===== config.mk =====
export PLATFORM = sky130hd
export DESIGN_NAME = utf8_to_utf16_decoder_core
export DESIGN_NICKNAME = d
export VERILOG_FILES = /design/src/u8u16_pkg.sv /design/src/utf8_to_utf16_decoder_core.sv /design/src/u8u16_dec.sv
export SDC_FILE = /design/constraint.sdc
export NUM_CORES = 1
export LEC_CHECK = 0
export ABC_AREA = 1
export BUFFER_PORTS_ARGS = -buffer_cell sky130_fd_sc_hd__buf_2
export CAP_MARGIN = 20
export CELL_PAD_IN_SITES_DETAIL_PLACEMENT = 1
export CELL_PAD_IN_SITES_GLOBAL_PLACEMENT = 1
export CORE_UTILIZATION = 48
export DETAILED_ROUTE_END_ITERATION = 7
export MAX_ROUTING_LAYER = met4
export PLACE_DENSITY_LB_ADDON = 0.2
export SLEW_MARGIN = 20
export SYNTH_ARGS = -nofsm -noshare
export SYNTH_HDL_FRONTEND = slang
export SYNTH_HIERARCHICAL = 1
export SYNTH_SLANG_ARGS = --single-unit

===== constraint.sdc =====
create_clock -name clk -period 6.6 [get_ports clk]
set_input_delay 1.32 -clock clk [delete_from_list [all_inputs] [get_ports clk]]
set_output_delay 1.32 -clock clk [all_outputs]
set_load 0.005 [all_outputs]

===== src/u8u16_pkg.sv =====
// ----------------------------------------------------------------------------
// u8u16_pkg
// Shared types and constants for the UTF-8 to UTF-16 transcoder.
// ----------------------------------------------------------------------------
package u8u16_pkg;

  // result kinds
  typedef enum logic [1:0] {
    KIND_MARK  = 2'd0,
    KIND_UNIT  = 2'd1,
    KIND_ERROR = 2'd2
  } kind_t;

  // error codes
  typedef enum logic [2:0] {
    ERR_NONE     = 3'd0,
    ERR_BAD_LEAD = 3'd1,
    ERR_PAIR_2ND = 3'd2,
    ERR_TRI_2ND  = 3'd3,
    ERR_TRI_3RD  = 3'd4
  } err_t;

  // decoder phase, one-hot
  typedef enum logic [3:0] {
    PH_IDLE  = 4'b0001,
    PH_PAIR2 = 4'b0010,
    PH_TRI2  = 4'b0100,
    PH_TRI3  = 4'b1000
  } phase_t;

  localparam logic [15:0] BOM_WORD  = 16'hFEFF;
  localparam int          PART_W    = 10;
  localparam int          OUT_DATA_W = 24;

  // one result item
  typedef struct packed {
    kind_t      kind;
    logic [7:0] first_byte;
    logic [7:0] second_byte;
    err_t       error_code;
    logic       last;
  } result_t;

  // decoder outputs for one input item
  typedef struct packed {
    result_t             res0;
    result_t             res1;
    logic [1:0]          count;
    phase_t              phase_nxt;
    logic [PART_W-1:0]   partial_nxt;
  } dec_out_t;

endpackage


===== src/utf8_to_utf16_decoder_core.sv =====
// An accepted input byte is held in the input register, decoded, and written to the
// result queue, whose head drives the result stream. One input byte per cycle while the
// queue has room; the first byte after reset can yield two items (mark then the byte's own
// item). Limited by the two-entry output queue drained at one item per cycle while out_tready is high.
// Reset (rst_n low, synchronous): decoder idle, mark pending, byte_order 0,
// queue and input register empty.
// ----------------------------------------------------------------------------
// utf8_to_utf16_decoder_core
// UTF-8 byte stream to UTF-16 code unit bytes, with a leading byte-order
// mark and error items for malformed sequences.
// ----------------------------------------------------------------------------
module utf8_to_utf16_decoder_core
  import u8u16_pkg::*;
(
  input  logic                  clk,
  input  logic                  rst_n,
  // configuration
  input  logic                  cfg_wr_en,
  input  logic                  cfg_wr_data,   // byte_order
  // input stream
  input  logic                  in_tvalid,
  output logic                  in_tready,
  input  logic [7:0]            in_tdata,      // [7:0] in_byte
  // result stream
  output logic                  out_tvalid,
  input  logic                  out_tready,
  output logic [OUT_DATA_W-1:0] out_tdata,     // [7:0] first_byte, [15:8] second_byte,
                                               // [18:16] error_code, rest zero
  output logic [1:0]            out_tuser,     // [1:0] kind
  output logic                  out_tlast      // out_last
);

  logic              byte_order_r;
  logic              s1_valid_r;
  logic [7:0]        s1_byte_r;
  phase_t            phase_r;
  logic [PART_W-1:0] partial_r;
  logic              mark_sent_r;
  result_t           q_r [2];
  logic              wr_ptr_r;
  logic              rd_ptr_r;
  logic [1:0]        count_r;
  logic [1:0]        count_nxt;
  logic [1:0]        count_after_pop;
  logic              pop;
  logic              s1_move;
  logic              in_accept;
  dec_out_t          dec;
  result_t           head;

  // decode of the registered byte
  u8u16_dec u_dec (
    .in_byte    (s1_byte_r),
    .phase      (phase_r),
    .partial    (partial_r),
    .mark_sent  (mark_sent_r),
    .byte_order (byte_order_r),
    .dec        (dec)
  );

  // handshake and queue space
  assign pop             = out_tvalid && out_tready;
  assign count_after_pop = count_r - {1'b0, pop};
  assign s1_move         = s1_valid_r &&
                           (({1'b0, count_after_pop} + {1'b0, dec.count}) <= 3'd2);
  assign in_tready       = !s1_valid_r || s1_move;
  assign in_accept       = in_tvalid && in_tready;
  assign count_nxt       = count_after_pop + (s1_move ? dec.count : 2'd0);

  // control registers
  always_ff @(posedge clk) begin
    if (!rst_n) begin
      byte_order_r <= 1'b0;
      s1_valid_r   <= 1'b0;
      phase_r      <= PH_IDLE;
      partial_r    <= '0;
      mark_sent_r  <= 1'b0;
      wr_ptr_r     <= 1'b0;
      rd_ptr_r     <= 1'b0;
      count_r      <= 2'd0;
    end else begin
      if (cfg_wr_en) begin
        byte_order_r <= cfg_wr_data;
      end
      if (in_accept) begin
        s1_valid_r <= 1'b1;
      end else if (s1_move) begin
        s1_valid_r <= 1'b0;
      end
      if (s1_move) begin
        phase_r     <= dec.phase_nxt;
        partial_r   <= dec.partial_nxt;
        mark_sent_r <= 1'b1;
        wr_ptr_r    <= wr_ptr_r ^ dec.count[0];
      end
      if (pop) begin
        rd_ptr_r <= ~rd_ptr_r;
      end
      count_r <= count_nxt;
    end
  end

  // input byte register
  always_ff @(posedge clk) begin
    if (in_accept) begin
      s1_byte_r <= in_tdata;
    end
  end

  // two-entry result queue
  always_ff @(posedge clk) begin
    if (s1_move && (dec.count != 2'd0)) begin
      q_r[wr_ptr_r] <= dec.res0;
    end
    if (s1_move && (dec.count == 2'd2)) begin
      q_r[~wr_ptr_r] <= dec.res1;
    end
  end

  // output drive
  assign head       = q_r[rd_ptr_r];
  assign out_tvalid = (count_r != 2'd0);
  assign out_tdata  = {5'b0, head.error_code, head.second_byte, head.first_byte};
  assign out_tuser  = head.kind;
  assign out_tlast  = head.last;

`ifndef ASSERT_OFF
  // queue never overfills
  a_count_range: assert property (@(posedge clk) disable iff (!rst_n)
    count_r <= 2'd2)
    else $error("result queue count out of range");

  // mark pending flag only becomes set again through reset
  a_mark_once: assert property (@(posedge clk) disable iff (!rst_n)
    !$fell(mark_sent_r))
    else $error("mark pending again without reset");

  // error items carry zero bytes and a nonzero code
  a_err_shape: assert property (@(posedge clk) disable iff (!rst_n)
    (out_tvalid && out_tuser == KIND_ERROR) |->
      (out_tdata[15:0] == 16'h0000 && out_tdata[18:16] != ERR_NONE))
    else $error("malformed error item");

  // a mark is only produced by the first byte after reset
  a_mark_first: assert property (@(posedge clk) disable iff (!rst_n)
    (s1_move && mark_sent_r) |-> (dec.res0.kind != KIND_MARK))
    else $error("mark produced after the first byte");
`endif

endmodule


===== src/u8u16_dec.sv =====
// ----------------------------------------------------------------------------
// u8u16_dec
// Combinational decode of one UTF-8 byte against the current phase: gives
// up to two result items and the next decoder state.
// ----------------------------------------------------------------------------
module u8u16_dec
  import u8u16_pkg::*;
(
  input  logic [7:0]        in_byte,
  input  phase_t            phase,
  input  logic [PART_W-1:0] partial,
  input  logic              mark_sent,
  input  logic              byte_order,
  output dec_out_t          dec
);

  // word packed into two bytes in the selected order
  function automatic result_t make_word(kind_t k, logic [15:0] w, logic order);
    result_t r;
    r.kind        = k;
    r.first_byte  = order ? w[15:8] : w[7:0];
    r.second_byte = order ? w[7:0]  : w[15:8];
    r.error_code  = ERR_NONE;
    r.last        = 1'b0;
    return r;
  endfunction

  function automatic result_t make_err(err_t e);
    result_t r;
    r.kind        = KIND_ERROR;
    r.first_byte  = 8'h00;
    r.second_byte = 8'h00;
    r.error_code  = e;
    r.last        = 1'b0;
    return r;
  endfunction

  logic    cont;
  logic    has_res;
  result_t res_b;
  result_t res_m;

  assign cont = (in_byte[7:6] == 2'b10);

  always_comb begin
    // byte decode
    has_res         = 1'b0;
    res_b           = make_err(ERR_NONE);
    dec.phase_nxt   = phase;
    dec.partial_nxt = partial;
    case (phase)
      PH_IDLE: begin
        if (in_byte[7] == 1'b0) begin
          has_res = 1'b1;
          res_b   = make_word(KIND_UNIT, {8'h00, in_byte}, byte_order);
        end else if (in_byte[7:5] == 3'b110) begin
          dec.partial_nxt = {5'b0, in_byte[4:0]};
          dec.phase_nxt   = PH_PAIR2;
        end else if (in_byte[7:4] == 4'b1110) begin
          dec.partial_nxt = {6'b0, in_byte[3:0]};
          dec.phase_nxt   = PH_TRI2;
        end else begin
          has_res = 1'b1;
          res_b   = make_err(ERR_BAD_LEAD);
        end
      end
      PH_PAIR2: begin
        has_res         = 1'b1;
        res_b           = cont ? make_word(KIND_UNIT, {5'b0, partial[4:0], in_byte[5:0]},
                                           byte_order)
                               : make_err(ERR_PAIR_2ND);
        dec.phase_nxt   = PH_IDLE;
        dec.partial_nxt = '0;
      end
      PH_TRI2: begin
        if (cont) begin
          dec.partial_nxt = {partial[3:0], in_byte[5:0]};
          dec.phase_nxt   = PH_TRI3;
        end else begin
          has_res         = 1'b1;
          res_b           = make_err(ERR_TRI_2ND);
          dec.phase_nxt   = PH_IDLE;
          dec.partial_nxt = '0;
        end
      end
      PH_TRI3: begin
        has_res         = 1'b1;
        res_b           = cont ? make_word(KIND_UNIT, {partial, in_byte[5:0]}, byte_order)
                               : make_err(ERR_TRI_3RD);
        dec.phase_nxt   = PH_IDLE;
        dec.partial_nxt = '0;
      end
      default: begin
        dec.phase_nxt   = PH_IDLE;
        dec.partial_nxt = '0;
      end
    endcase

    // mark goes ahead of the byte's own result
    res_m = make_word(KIND_MARK, BOM_WORD, byte_order);
    if (!mark_sent) begin
      dec.res0      = res_m;
      dec.res0.last = !has_res;
      dec.res1      = res_b;
      dec.res1.last = 1'b1;
      dec.count     = has_res ? 2'd2 : 2'd1;
    end else begin
      dec.res0      = res_b;
      dec.res0.last = 1'b1;
      dec.res1      = res_b;
      dec.count     = has_res ? 2'd1 : 2'd0;
    end
  end

endmodule

==> results.yml <==
pwr:
  combPwrFrac: 0.440
  max-vdd-ir-drop_mv: 0.312
  p_total_mw: 2.07
  p_switching_mw: 0.895
  internal_power_mw: 1.18
  switching_share: 0.431
  seq_power_share: 0.376
  p_per_area_mw_per_mm2: 410
  p_leak_nw: 2.16
  clkPwrFrac: 0.184
cts:
  ctsRootBufferMaster: "clkbuf_8"
  htree_num_levels: 3
  clkSinkCount: 74
  cts_repair_resize_count: 0
  cts_tree: "built"
  cts-buffers-inserted: 9
  clkTransAtPathRegs_ns: 0.08
  clock_latency_ns: 0.35
  post_cts_buffers: 0
  cts.path.max_buffers: 2
  hold_buffers: 0
detailed_routing:
  ant_nets: 0
  drt_iter0_markers: 209
  drtPass1Iterations: 4
  drc: 0
  drt_wl_total_mm: 12.5
  via_per_inst: 5.42
  vias: 4050
  wl_per_cell_um: 16.7
global_route:
  grt_pass1_vias: 4107
  grt_max_degree: 47
  grt_usage: 0.274
  grt_overflow: 0
  antenna_found_initial: 0
  grt_pass1_wl_mm: 20.8
floorplanning:
  rows: 35
  die_width_um: 101
  die_h_um: 101
  io_pins: 43
  start_util: 0.503
  die-area_mm2: 0.0102
  core_area_mm2: 0.00937
synth:
  synth_ff_type: "edfxtp_1"
  yosysTopAreaCell: "edfxtp_1"
  syn_area_per_cell_um2: 7.96
  yosysMostFrequentCell: "nand2_1"
  postSynthCellCount: 592
  seq_area_frac_synth: 0.425
  ys_top_cells_by_count: "nand2_1 (202), nand3_1 (89), edfxtp_1 (52)"
  ys_ff_latch: 74
  synth_top_area_frac: 0.331
  ys_types: 39
  synth_area_leaders: "edfxtp_1 (33%), nand2_1 (16%), nand3_1 (9.5%)"
  synthArstFlopShare: 0
  syn-cell-area_mm2: 0.00471
  synth_edf_count: 52
  ys_warn_count: 6
job:
  cap_viol_max_count: 0
timing:
  drv_slew: 0
  relSlewSlack: 0.287
  period_share: 0.707
  rsz0062_at_grt: "false"
  worstMarginPinSlew_ns: 1.07
  setup_violations: 0
  hold_ws_ns: 0.476
  fin_setup_tns_ns: 0
  final_hold_viol_count: 0
  period_minus_slack_ns: 4.67
  fmax_ghz: 0.214
  finClkSkew_ns: 0.00574
worst_setup_path:
  r2r-start: "s1_byte_r[7]"
  arrival_ns: 3.35
  critical_path_class: "flop to output port"
  end_kind: "output port"
  r2r-end: "q_r[0][6]"
  cp-endpoint: "in_tready"
  critPathRequiredTime_ns: 5.28
  reg2regPathDepth: 18
  worstPathMaxFanout: 11
  crit_start: "s1_byte_r[7]"
  start_kind: "flop"
  r2r_setup_slack_ns: 2.19
finish:
  syn2layout_area_growth_pct: 7.49
  nNetsFinal: 633
  drive_gt1_frac: 0.191
  seqCellArea_mm2: 0.00200
  multi_input_area_mm2: 0.00229
  n_antenna_cell: 0
  fill_cells: 1218
hold_path:
  min_from: "rd_ptr_r"
  hold_depth: 1
  hp-class: "flop to flop"
placed_design:
  gp_congestion: 0.852
  io_buffer_count: 37
  dp_hpwl_mm: 9.09
outcome:
  status: "finished clean"
==> cell families after synthesis <==
kind of cell / Yosys count / share of synthesized area
flip-flops: 74 / 0.425
other: 1 / 0.000796
buffers and inverters: 84 / 0.0932
adder cells (fa/ha/maj): 6 / 0.0175
AO/OA/AOI/OAI: 61 / 0.0773
AND/OR/NAND/NOR: 344 / 0.334
multiplexers: 22 / 0.0526
==> state kept, by name (all words and copies together), names as in the netlist, 2 cells and up, named ones only <==
register,flops
partial_r,10
phase_r,4
q_r,44
count_r,2
s1_byte_r,8
==> layer usage <==
layer	vias to the layer above	global-route usage	part of all wire
li1	2007	-	-
met1	1934	0.347	0.46
met2	97	0.451	0.49
met3	12	0.0374	0.038
met4	0	0.0914	0.010
met5	-	-	0
==> per-stage QoR <==
step | setup WS [ns] | util | instance area (um2) | cells
floorplan | 2.15 | - | 4730 | 596
global placement | 2.32 | 0.518 | 4860 | 731
detailed placement | 2.16 | 0.518 | 4860 | 731
CTS | 1.93 | 0.540 | 5060 | 747
global route | 1.68 | 0.540 | 5060 | 747
finish | 1.93 | 0.540 | 5060 | 747
==> power groups by stage <==
stage | clock [mW] | sequential [mW] | combinational, mW
after floorplan | 0 | 0.728 | 0.733
after global placement | 0 | 0.779 | 0.863
after detailed placement | 0 | 0.792 | 0.916
after CTS | 0.392 | 0.781 | 0.923
after global routing | 0.405 | 0.793 | 1.02
final | 0.382 | 0.781 | 0.912
==> layout make-up <==
class                      count  share of cell area
sequential                    74               0.395
clock buffer                   9              0.0245
multi-input combinational    438               0.453
clock inverter                 7              0.0166
timing repair buffer          40              0.0410
inverter                      50              0.0381
tap                          129              0.0319
==> cell usage in the layout, fill, tap and decap left out, types with 12 or more instances in the layout <==
master / instances
inv_1: 38
nor2_1: 18
edfxtp_1: 52
buf_2: 37
a21oi_1: 22
o21ai_0: 21
nand4_1: 12
nand3_1: 89
nand2_1: 202
dfxtp_1: 22
mux2_2: 22
==> worst min-delay path by stage <==
stage / to / slack, ns
floorplan: flop / 0.43
global placement: rd_ptr_r / 0.44
detailed placement: flop / 0.45
CTS: flop / 0.47
global route: flop / 0.49
finish: rd_ptr_r / 0.48
==> critical path: stages, from the launching register on <==
cell      delay [ns]
edfxtp_1        0.71
nand2_2         0.14
inv_2           0.10
o21ai_4         0.11
inv_2           0.11
nor2_4          0.04
inv_4           0.11
nand4_2         0.11
ha_1            0.44
ha_1            0.19
inv_1           0.05
fa_1            0.49
inv_1           0.05
nand2_2         0.08
nand2_1         0.07
nand2_1         0.07
buf_2           0.11
No activity file was read; power rests on OpenSTA's default activity.
